`src/hw/rtl/sha256h_pkg.sv`:
```
package sha256h_pkg;

	localparam int BLOCK_BYTES = 64;
	localparam int LEN_POS     = 56;
	localparam int ROUNDS      = 64;
	localparam int DIGEST_WORDS = 8;

	localparam logic [7:0] PAD_BYTE = 8'h80;

	localparam logic FUNC_ABSORB = 1'b0;
	localparam logic FUNC_FINISH = 1'b1;

	typedef struct packed {
		logic       func;
		logic [7:0] byte_value;
	} item_t;

	typedef struct packed {
		logic [31:0] digest_word;
		logic [2:0]  word_index;
		logic        last_word;
	} digest_t;

	// Working variables a..h, with a at index 0.
	typedef logic [7:0][31:0] work_t;

	typedef enum logic [5:0] {
		ST_IDLE   = 6'b000001,
		ST_PAD    = 6'b000010,
		ST_LEN    = 6'b000100,
		ST_ROUND  = 6'b001000,
		ST_UPDATE = 6'b010000,
		ST_EMIT   = 6'b100000
	} state_t;

	localparam logic [31:0] INIT_H [8] = '{
		32'h6a09e667, 32'hbb67ae85, 32'h3c6ef372, 32'ha54ff53a,
		32'h510e527f, 32'h9b05688c, 32'h1f83d9ab, 32'h5be0cd19
	};

	localparam logic [31:0] ROUND_K [64] = '{
		32'h428a2f98, 32'h71374491, 32'hb5c0fbcf, 32'he9b5dba5,
		32'h3956c25b, 32'h59f111f1, 32'h923f82a4, 32'hab1c5ed5,
		32'hd807aa98, 32'h12835b01, 32'h243185be, 32'h550c7dc3,
		32'h72be5d74, 32'h80deb1fe, 32'h9bdc06a7, 32'hc19bf174,
		32'he49b69c1, 32'hefbe4786, 32'h0fc19dc6, 32'h240ca1cc,
		32'h2de92c6f, 32'h4a7484aa, 32'h5cb0a9dc, 32'h76f988da,
		32'h983e5152, 32'ha831c66d, 32'hb00327c8, 32'hbf597fc7,
		32'hc6e00bf3, 32'hd5a79147, 32'h06ca6351, 32'h14292967,
		32'h27b70a85, 32'h2e1b2138, 32'h4d2c6dfc, 32'h53380d13,
		32'h650a7354, 32'h766a0abb, 32'h81c2c92e, 32'h92722c85,
		32'ha2bfe8a1, 32'ha81a664b, 32'hc24b8b70, 32'hc76c51a3,
		32'hd192e819, 32'hd6990624, 32'hf40e3585, 32'h106aa070,
		32'h19a4c116, 32'h1e376c08, 32'h2748774c, 32'h34b0bcb5,
		32'h391c0cb3, 32'h4ed8aa4a, 32'h5b9cca4f, 32'h682e6ff3,
		32'h748f82ee, 32'h78a5636f, 32'h84c87814, 32'h8cc70208,
		32'h90befffa, 32'ha4506ceb, 32'hbef9a3f7, 32'hc67178f2
	};

	function automatic logic [31:0] rotr(input logic [31:0] x, input int n);
		return (x >> n) | (x << (32 - n));
	endfunction

endpackage

```
`src/hw/rtl/sha256_message_hasher.sv`:
```
// Absorb requests are taken one per cycle while the block is idle; the 64th byte of a
// block starts a compression: the rounds on the shared round unit, then a fold of the
// result into the hash. A finish request feeds 9 to 72 padding and length bytes one
// per cycle outside compressions, with a step that pushes nothing before the length
// bytes and one or two compressions, then offers eight digest words.
// The input stalls until the last digest word is taken. Reset loads the initial
// hash, clears the byte count and bit length, and leaves the block idle.
module sha256_message_hasher (
	input  logic                 clk,
	input  logic                 arst_n,
	input  logic                 item_valid,
	output logic                 item_stall,
	input  sha256h_pkg::item_t   item,
	output logic                 digest_valid,
	input  logic                 digest_stall,
	output sha256h_pkg::digest_t digest
);
	import sha256h_pkg::*;

	localparam logic [5:0] FILL_LAST = 6'(BLOCK_BYTES - 1);
	localparam logic [5:0] FILL_LEN  = 6'(LEN_POS);
	localparam logic [5:0] RND_LAST  = 6'(ROUNDS - 1);
	localparam logic [2:0] IDX_LAST  = 3'(DIGEST_WORDS - 1);

	state_t       state_q;
	logic [5:0]   fill_q;
	logic [63:0]  bits_q;
	logic [31:0]  hash_q [8];
	logic         fin_q;
	logic         len_q;
	logic         pad_first_q;
	logic [2:0]   len_cnt_q;
	logic [5:0]   rnd_q;
	logic [2:0]   idx_q;
	logic [511:0] buf_q;
	work_t        v_q;

	logic         push_en;
	logic [7:0]   push_byte;
	logic         wrap;
	logic [7:0]   len_byte;
	work_t        v_next;
	logic [31:0]  w_new;

	sha256h_round u_round (
		.work      (v_q),
		.w0        (buf_q[511:480]),
		.w1        (buf_q[479:448]),
		.w9        (buf_q[223:192]),
		.w14       (buf_q[63:32]),
		.k         (ROUND_K[rnd_q]),
		.work_next (v_next),
		.w_new     (w_new)
	);

	// Length bytes go out most significant first.
	assign len_byte = bits_q[{~len_cnt_q, 3'b000} +: 8];

	always_comb begin
		push_en   = 1'b0;
		push_byte = '0;
		unique case (state_q)
			ST_IDLE: begin
				if (item_valid && item.func == FUNC_ABSORB) begin
					push_en   = 1'b1;
					push_byte = item.byte_value;
				end
			end
			ST_PAD: begin
				if (pad_first_q || fill_q != FILL_LEN) begin
					push_en   = 1'b1;
					push_byte = pad_first_q ? PAD_BYTE : 8'h00;
				end
			end
			ST_LEN: begin
				push_en   = 1'b1;
				push_byte = len_byte;
			end
			default: begin
			end
		endcase
	end

	assign wrap = push_en && fill_q == FILL_LAST;

	assign item_stall   = state_q != ST_IDLE;
	assign digest_valid = state_q == ST_EMIT;
	assign digest.digest_word = hash_q[idx_q];
	assign digest.word_index  = idx_q;
	assign digest.last_word   = idx_q == IDX_LAST;

	always_ff @(posedge clk or negedge arst_n) begin
		if (!arst_n) begin
			state_q     <= ST_IDLE;
			fill_q      <= '0;
			bits_q      <= '0;
			fin_q       <= 1'b0;
			len_q       <= 1'b0;
			pad_first_q <= 1'b0;
			len_cnt_q   <= '0;
			rnd_q       <= '0;
			idx_q       <= '0;
			for (int i = 0; i < 8; i++) hash_q[i] <= INIT_H[i];
		end else begin
			if (push_en) fill_q <= fill_q + 6'd1;
			unique case (state_q)
				ST_IDLE: begin
					if (item_valid) begin
						if (item.func == FUNC_ABSORB) begin
							bits_q <= bits_q + 64'd8;
							if (wrap) state_q <= ST_ROUND;
						end else begin
							fin_q       <= 1'b1;
							pad_first_q <= 1'b1;
							state_q     <= ST_PAD;
						end
					end
				end
				ST_PAD: begin
					pad_first_q <= 1'b0;
					if (wrap) begin
						state_q <= ST_ROUND;
					end else if (!push_en) begin
						state_q <= ST_LEN;
					end
				end
				ST_LEN: begin
					len_cnt_q <= len_cnt_q + 3'd1;
					if (wrap) begin
						len_q   <= 1'b1;
						state_q <= ST_ROUND;
					end
				end
				ST_ROUND: begin
					rnd_q <= rnd_q + 6'd1;
					if (rnd_q == RND_LAST) state_q <= ST_UPDATE;
				end
				ST_UPDATE: begin
					for (int i = 0; i < 8; i++) hash_q[i] <= hash_q[i] + v_q[i];
					if (!fin_q) begin
						state_q <= ST_IDLE;
					end else if (len_q) begin
						state_q <= ST_EMIT;
					end else begin
						state_q <= ST_PAD;
					end
				end
				ST_EMIT: begin
					if (!digest_stall) begin
						if (idx_q == IDX_LAST) begin
							idx_q   <= '0;
							bits_q  <= '0;
							fin_q   <= 1'b0;
							len_q   <= 1'b0;
							state_q <= ST_IDLE;
							for (int i = 0; i < 8; i++) hash_q[i] <= INIT_H[i];
						end else begin
							idx_q <= idx_q + 3'd1;
						end
					end
				end
				default: begin
					state_q <= ST_IDLE;
				end
			endcase
		end
	end

	// The byte buffer doubles as the message schedule window during rounds.
	always_ff @(posedge clk) begin
		if (push_en) buf_q <= {buf_q[503:0], push_byte};
		if (state_q == ST_ROUND) begin
			buf_q <= {buf_q[479:0], w_new};
			v_q   <= v_next;
		end
		if (wrap) begin
			for (int i = 0; i < 8; i++) v_q[i] <= hash_q[i];
		end
	end

	a_round_cnt_idle: assert property (@(posedge clk) disable iff (!arst_n)
		state_q != ST_ROUND |-> rnd_q == '0)
		else $error("round counter not at zero outside a compression");

	a_emit_empty: assert property (@(posedge clk) disable iff (!arst_n)
		state_q == ST_EMIT |-> fill_q == '0 && len_cnt_q == '0)
		else $error("digest offered with pending bytes");

	a_len_fill: assert property (@(posedge clk) disable iff (!arst_n)
		state_q == ST_LEN |-> fill_q == FILL_LEN + 6'(len_cnt_q))
		else $error("length bytes out of place in the block");

	a_clear_after: assert property (@(posedge clk) disable iff (!arst_n)
		digest_valid && !digest_stall && digest.last_word |=>
			state_q == ST_IDLE && bits_q == '0 && !fin_q)
		else $error("hasher not cleared after the last digest word");

endmodule

```
`src/hw/rtl/sha256h_round.sv`:
```
module sha256h_round (
	input  sha256h_pkg::work_t work,
	input  logic [31:0]        w0,
	input  logic [31:0]        w1,
	input  logic [31:0]        w9,
	input  logic [31:0]        w14,
	input  logic [31:0]        k,
	output sha256h_pkg::work_t work_next,
	output logic [31:0]        w_new
);
	import sha256h_pkg::*;

	logic [31:0] big1, big0, ch, maj, t1, t2, sig0, sig1;

	always_comb begin
		big1 = rotr(work[4], 6) ^ rotr(work[4], 11) ^ rotr(work[4], 25);
		ch   = (work[4] & work[5]) ^ (~work[4] & work[6]);
		t1   = work[7] + big1 + ch + k + w0;
		big0 = rotr(work[0], 2) ^ rotr(work[0], 13) ^ rotr(work[0], 22);
		maj  = (work[0] & work[1]) ^ (work[0] & work[2]) ^ (work[1] & work[2]);
		t2   = big0 + maj;

		work_next[7] = work[6];
		work_next[6] = work[5];
		work_next[5] = work[4];
		work_next[4] = work[3] + t1;
		work_next[3] = work[2];
		work_next[2] = work[1];
		work_next[1] = work[0];
		work_next[0] = t1 + t2;

		// Next schedule word from the sliding sixteen-word window.
		sig0  = rotr(w1, 7) ^ rotr(w1, 18) ^ (w1 >> 3);
		sig1  = rotr(w14, 17) ^ rotr(w14, 19) ^ (w14 >> 10);
		w_new = sig1 + w9 + sig0 + w0;
	end

endmodule
```
`config.mk`:
```
export PLATFORM = sky130hd
export DESIGN_NAME = sha256_message_hasher
export DESIGN_NICKNAME = d
export VERILOG_FILES = /design/src/hw/rtl/sha256h_pkg.sv /design/src/hw/rtl/sha256_message_hasher.sv /design/src/hw/rtl/sha256h_round.sv
export SDC_FILE = /design/constraint.sdc
export NUM_CORES = 2
export LEC_CHECK = 0
export BUFFER_PORTS_ARGS = -buffer_cell sky130_fd_sc_hd__buf_2
export CORE_MARGIN = 2
export CORE_UTILIZATION = 50
export CTS_BUF_LIST = sky130_fd_sc_hd__clkbuf_4 sky130_fd_sc_hd__clkbuf_8
export DETAILED_ROUTE_END_ITERATION = 16
export PLACE_DENSITY_LB_ADDON = 0.15
export SETUP_SLACK_MARGIN = 0.4
export SYNTH_ARGS = -nofsm -noshare
export SYNTH_HDL_FRONTEND = slang
export SYNTH_SLANG_ARGS = --single-unit
```
`constraint.sdc`:
```
create_clock -name clk -period 15.8 [get_ports clk]
set_input_delay 0.79 -clock clk [delete_from_list [all_inputs] [get_ports clk]]
set_output_delay 0.79 -clock clk [all_outputs]
set_load 0.01 [all_outputs]
```
## After elaboration in Yosys (flattened, before gate mapping)

Memories as Yosys holds them, arrays and structs flattened.
Index checks and enable logic that the tools add are counted.
W data, S select, Z words.

- $mul: 0
- Shift operators: 1
- Eq/ne operators: 19
- Div/mod/pow operators: 0
- $add $sub $neg: 23
- Mux-type cells: 44
- Bitwise logic cells: 32
- $lt $le $gt $ge: 2
- Reduce and logical (&&, ||, !) cells: 16

Operators with widths:

| cell | number |
|---|---|
| $mux W256 | 4 |
| $mux W512 | 2 |
| $add A32 B32 Y32 | 18 |
| $pmux W256 S2 | 1 |
| $xor A32 B32 Y32 | 9 |
| $mux W64 | 4 |
| $and A32 B32 Y32 | 5 |
| $mux W32 | 4 |
| $pmux W64 S2 | 1 |
| $bmux W32 S3 | 1 |
| $add A64 B4 Y64 const B | 1 |
| $shiftx A64 B7 Y8 | 1 |
| $mux W6 | 10 |
| $pmux W6 S6 | 1 |
| $not A32 Y32 | 1 |
| $or A10 B32 Y32 | 1 |
| $or A13 B32 Y32 | 1 |
| $or A14 B32 Y32 | 1 |
| $or A15 B32 Y32 | 1 |
| $or A19 B32 Y32 | 1 |
| $or A21 B32 Y32 | 1 |
| $or A25 B32 Y32 | 1 |
| $or A26 B32 Y32 | 1 |
| $or A30 B32 Y32 | 1 |
| other kinds (36) | 65 |

- Word-level logic and storage cells: 164
- Bits in writable memories: 0
- Bits of input ports: 13
- Memories: 1
- Latch bits: 0
- Memory bits (read-only): 2048
- Flip-flop bits (word level): 1115

Memories:

| memory | words | width | read ports | clocked after memory_dff | write ports | line | text |
|---|---|---|---|---|---|---|---|
| (no name shown) | 64 | 32 | 1 | 0 | 0 | sha256_message_hasher.sv:51 | `.k (ROUND_K[rnd_q]),` |

## Logic depth before layout (Yosys ltp)

- Word-level depth: 10
- Mapped depth: 38
- Mapped depth without buffers: 37

## Modules after synthesis

A second synthesis with hierarchy kept.

- Cells, all modules: 8828
- Area total of the unflattened synthesis: 79178.4 um2

By module, submodules not included:

| module | seq. area each (um2) | cells an instance | instances | area an instance (um2) |
|---|---|---|---|---|
| sha256_message_hasher | 31841.8 | 6958 | 1 | 63870.0 |
| sha256h_round | 0.0 | 1870 | 1 | 15308.4 |

## Worst setup path after synthesis

No wires, ideal clock.

- Kind: register to register
- Start: register state_q[0]
- End: register buf_q[0] (enable)
- Path slack: 2.292 ns
- Setup time: 3.625 ns
- Cell stages (with the launch flop): 7
- Data required time: 12.175 ns
- Clock period less this slack: 13.508 ns
- Arrival: 9.883 ns
- Cells stage by stage: dfstp_2 > nor4_1 > nand3b_1 > clkbuf_1 > clkbuf_1 > clkbuf_1 > nand2_1

- Longest elaborated chain between the ends: 3

Ends and longest elaborated chain:

| element | line | text |
|---|---|---|
| start, declared | sha256_message_hasher.sv:25 | `state_t state_q;` |
| start signal, assigned | sha256_message_hasher.sv:94 | `state_q <= ST_IDLE;` |
| start signal, assigned | sha256_message_hasher.sv:111 | `if (wrap) state_q <= ST_ROUND;` |
| start signal, assigned | sha256_message_hasher.sv:115 | `state_q <= ST_PAD;` |
| $eq A6 B3 Y1 (tied with other cells) | sha256_message_hasher.sv:62 | `unique case (state_q)` |
| $pmux W1 S3 | sha256_message_hasher.sv:62 |  |
| $reduce_bool A2 Y1 (no line) (*) | n/a |  |
| end signal, assigned | sha256_message_hasher.sv:171 | `if (push_en) buf_q <= {buf_q[503:0], push_byte};` |
| end signal, assigned | sha256_message_hasher.sv:173 | `buf_q <= {buf_q[479:0], w_new};` |
| end, declared | sha256_message_hasher.sv:35 | `logic [511:0] buf_q;` |

Mark *: on every way between the ends. The rest lies on a longest branch, timed or not.
A chain may end at the register's enable or synchronous reset.

## Final worst setup path

- Start: register rnd_q[1]
- End: register v_q[31] in the netlist's numbering (data pin)

- Longest elaborated chain between the ends: 9

Ends and longest elaborated chain:

| element | line | text |
|---|---|---|
| start, declared | sha256_message_hasher.sv:33 | `logic [5:0] rnd_q;` |
| start signal, assigned | sha256_message_hasher.sv:135 | `rnd_q <= rnd_q + 6'd1;` |
| $not A6 Y7 (implied by the code) | sha256_message_hasher.sv:51 |  |
| $mem_v2 Z64 W32 | n/a |  |
| $mux W32 (implied by the code) (2 in a row) | sha256_message_hasher.sv:51 |  |
| $add A32 B32 Y32 (2 in a row) | sha256h_round.sv:18 | `t1 = work[7] + big1 + ch + k + w0;` |
| $add A32 B32 Y32 | sha256h_round.sv:30 | `work_next[0] = t1 + t2;` |
| $mux W256 | sha256_message_hasher.sv:172 | `if (state_q == ST_ROUND) begin` |
| $mux W256 | sha256_message_hasher.sv:176 | `if (wrap) begin` |
| end signal, assigned | sha256_message_hasher.sv:174 | `v_q <= v_next;` |
| end, declared | sha256_message_hasher.sv:36 | `work_t v_q;` |

No other way between the ends. The select of a mux whose other input is x is not followed.

==> impl_results.md <==
- Status: completed
- Initial core utilization: 50.35%
- Die H: 395.1 um
- Area growth from synthesis to layout: 7.831%
- Nets: 8850
- Root Driver: clkbuf_8
- Post-synth cell types: 110
- Clock Pin Slew Worst Setup and Hold Paths: 0.06 ns
- Number of flops mapped to enable cells by yosys: 768
- Final Instance Area: 82480 um2
- Die width: 395.1 um
- CTS Buffer Depth: 3
- Mean Syn Cell Area: 9.136 um2
- Drt total wl: 247.9 mm
- CTS Buf Count: 200
- Reg area: 31860 um2
- Worst min path class: in -> reg
- Setup TNS Final: 0 ns
- Least-Margin Pin Slew: 1.172 ns
- Final HPWL DP: 182.3 mm
- RSZ-0062 raised after global routing: no
- Grt peak-use layer: met1
- Fillers: 13750
- FF+latch count, synth: 1112
- Clock skew: 0.09626 ns
- Tcrit/Tclk final: 62.27%
- Synth cell count leaders: nand2_1, edfxtp_1, o21ai_0, inv_1, a21oi_1
- Vias in the first global route: 58430
- ANT nets after route: 0
- Met3 Use GR: 6.492%
- Synth area leader: edfxtp_1
- Total gr overflow: 0
- First-pass GRT wire length: 373.9 mm
- First-pass detailed-route iteration total: 6
- Max FO, Critical Path: 17
- Ys flop type: edfxtp_1
- Final min period: 9.838 ns
- Met2 usage in global routing: 45.40%
- Via count: 61430
- Aggregate global-route resource usage: 31.48%
- Layout cells sized above 1: 9.615%
- Final setup violation count: 0
- Avg WL per Cell: 23.73 um
- Leakage power total: 0.03512 uW
- Slowest Stage Delay on Critical Path: 0.81 ns
- Worst vdd ir: 0.4051 mV
- Core Footprint: 151900 um2
- Combinational share of power: 63.0%
- Most frequent cell on the critical path: a21oi_1
- Number of port buffers: 50
- CTS tree: built
- CTS resizes: 0
- # IOs: 51
- Clock power share: 13.6%
- Power Density: 262.2 nW/um2
- Die ar.: 156100 um2
- Pint: 11360 uW
- Switching share of power: 47.48%
- Initial antenna violation count: 13
- Crit start category: flop
- Met1 global-route usage: 47.50%
- Initial DRC Count: 6741
- Area of the multi-input gates: 41140 um2
- Mapped Area: 76490 um2
- CTS Sinks: 1112
- Top cells by area, synth: edfxtp_1, nand2_1, dfrtp_1
- Rows: 143
- Worst path required time: 16.42 ns
- Seq/Total Area, Yosys: 41.63%
- Sw power: 10270 uW
- Final Hold Viols: 0
- Slew HR: 21.07%
- Async S/R FF share, synth: 30.94%
- Most common cell in the netlist: nand2_1
- Critical Path End Type: flop
- GPL Wtd Cong: 0.9885
- WS Path Type: reg -> reg
- Worst path arrival time: 10.46 ns
- Post-synth top area share: 30.15%
- Critical path's slowest cell: ha_1
- Placed Area: 78180 um2
- Pin count of the biggest net entering global routing: 123
- Max cap viols: 0
- Fmax: 101.6 MHz
- H-tree lvl count: 4
- Vias/cell: 5.881
- Seq pwr share: 23.3%
- Max Transition Viols Final: 0
- Cell count after synthesis: 8372
- Skew-Pair Late Insertion Delay: 0.99 ns
- Syn Nets: 8983
- DRC violation count after routing: 0
- Synth warn: 0
## path summary, 6_finish.rpt
| kind | cells past startpoint | slack [ns] | start | end |
|---|---|---|---|---|
| max in group asynchronous | 4 | 12.99 | arst_n | idx_q[1] |
| worst min-delay path | 3 | 0.19 | item[2] | buf_q[2] |
| min in group asynchronous | 2 | 0.46 | arst_n | hash_q[222] |
| worst max-delay path | 33 | 5.96 | rnd_q[1] | v_q[31] |
| worst min register to register | 1 | 0.48 | fill_q[5] | fill_q[5] |
| worst max register to register | 33 | 5.96 | rnd_q[1] | v_q[31] |
## logic make-up after synthesis
logic type,synth area share (%)
AND/OR/NAND/NOR,17.73
AO/OA/AOI/OAI,13.38
flip-flops,41.63
buffers and inverters,4.674
XOR/XNOR,7.140
adder cells (fa/ha/maj),11.75
multiplexers,3.692
## sequential cells by signal, summed over array words and instances (netlist names)
signal and count:
idx_q 3, pad_first_q 1, fill_q 6, v_q 256, len_q 1, len_cnt_q 3, rnd_q 6, fin_q 1
bits_q 61, buf_q 512, hash_q 256, state_q 6
## power by group through the flow
| stage | clock [uW] | sequential, uW | combinational (uW) |
|---|---|---|---|
| after floorplan | 0 | 5040 | 9140 |
| after global placement | 0 | 5080 | 13200 |
| after detailed placement | 0 | 5080 | 13300 |
| after CTS | 3000 | 5040 | 13400 |
| after global routing | 3120 | 5120 | 15100 |
| final | 2950 | 5050 | 13600 |
## placed cells by master (no fill, tap or decap), drive strengths merged, types with 162 or more instances in the layout
master	count
dfrtp	207
xor2	273
xnor2	348
inv	497
nand3	162
o21ai	569
nand2	2220
edfxtp	768
a21oi	464
ha	403
clkbuf	292
a21o	172
nor2	435
fa	195
## critical path: cells and delay by family (launching register included)
| kind | cells | cell delay, ns |
|---|---|---|
| AO/OA/AOI/OAI | 13 | 3.27 |
| adder cells (fa/ha/maj) | 6 | 2.97 |
| AND/OR/NAND/NOR | 7 | 1.21 |
| buffers and inverters | 4 | 0.75 |
| flip-flops | 1 | 0.75 |
| XOR/XNOR | 3 | 0.55 |
## per-layer routing
metal | share of wire, % | wire, um | up-vias
met5 | 0.024 | 59 | -
met4 | 2.9 | 7234 | 10
met3 | 9.1 | 22450 | 422
met2 | 42 | 104800 | 2472
met1 | 46 | 113400 | 30090
li1 | - | - | 28440
## repair_timing
action                                 CTS  global route
buffers inserted                         0             0
endpoints found under the hold margin   40             0
hold buffers                             1             0
## final cells by class
cell class,instances,share of cell area (%)
inverter,488,2.221
tap,2030,3.080
clock buffer,292,4.319
timing repair buffer,119,0.9921
clock inverter,85,0.8784
sequential,1112,38.63
multi-input combinational,6318,49.88
antenna,2,0.006068
## through the flow
stage	power (uW)	utilization [%]	setup slack [ns]	std cells	hold WS (ns)
floorplan	14190	-	2.292	8372	0.4387
global placement	18310	51.46	6.317	10070	0.4637
detailed placement	18350	51.46	6.201	10070	0.4668
CTS	21440	54.29	6.137	10440	0.1021
global route	23380	54.30	5.303	10450	0.1410
finish	21630	54.30	5.962	10450	0.1899
Power figures use the tool's default switching activity.
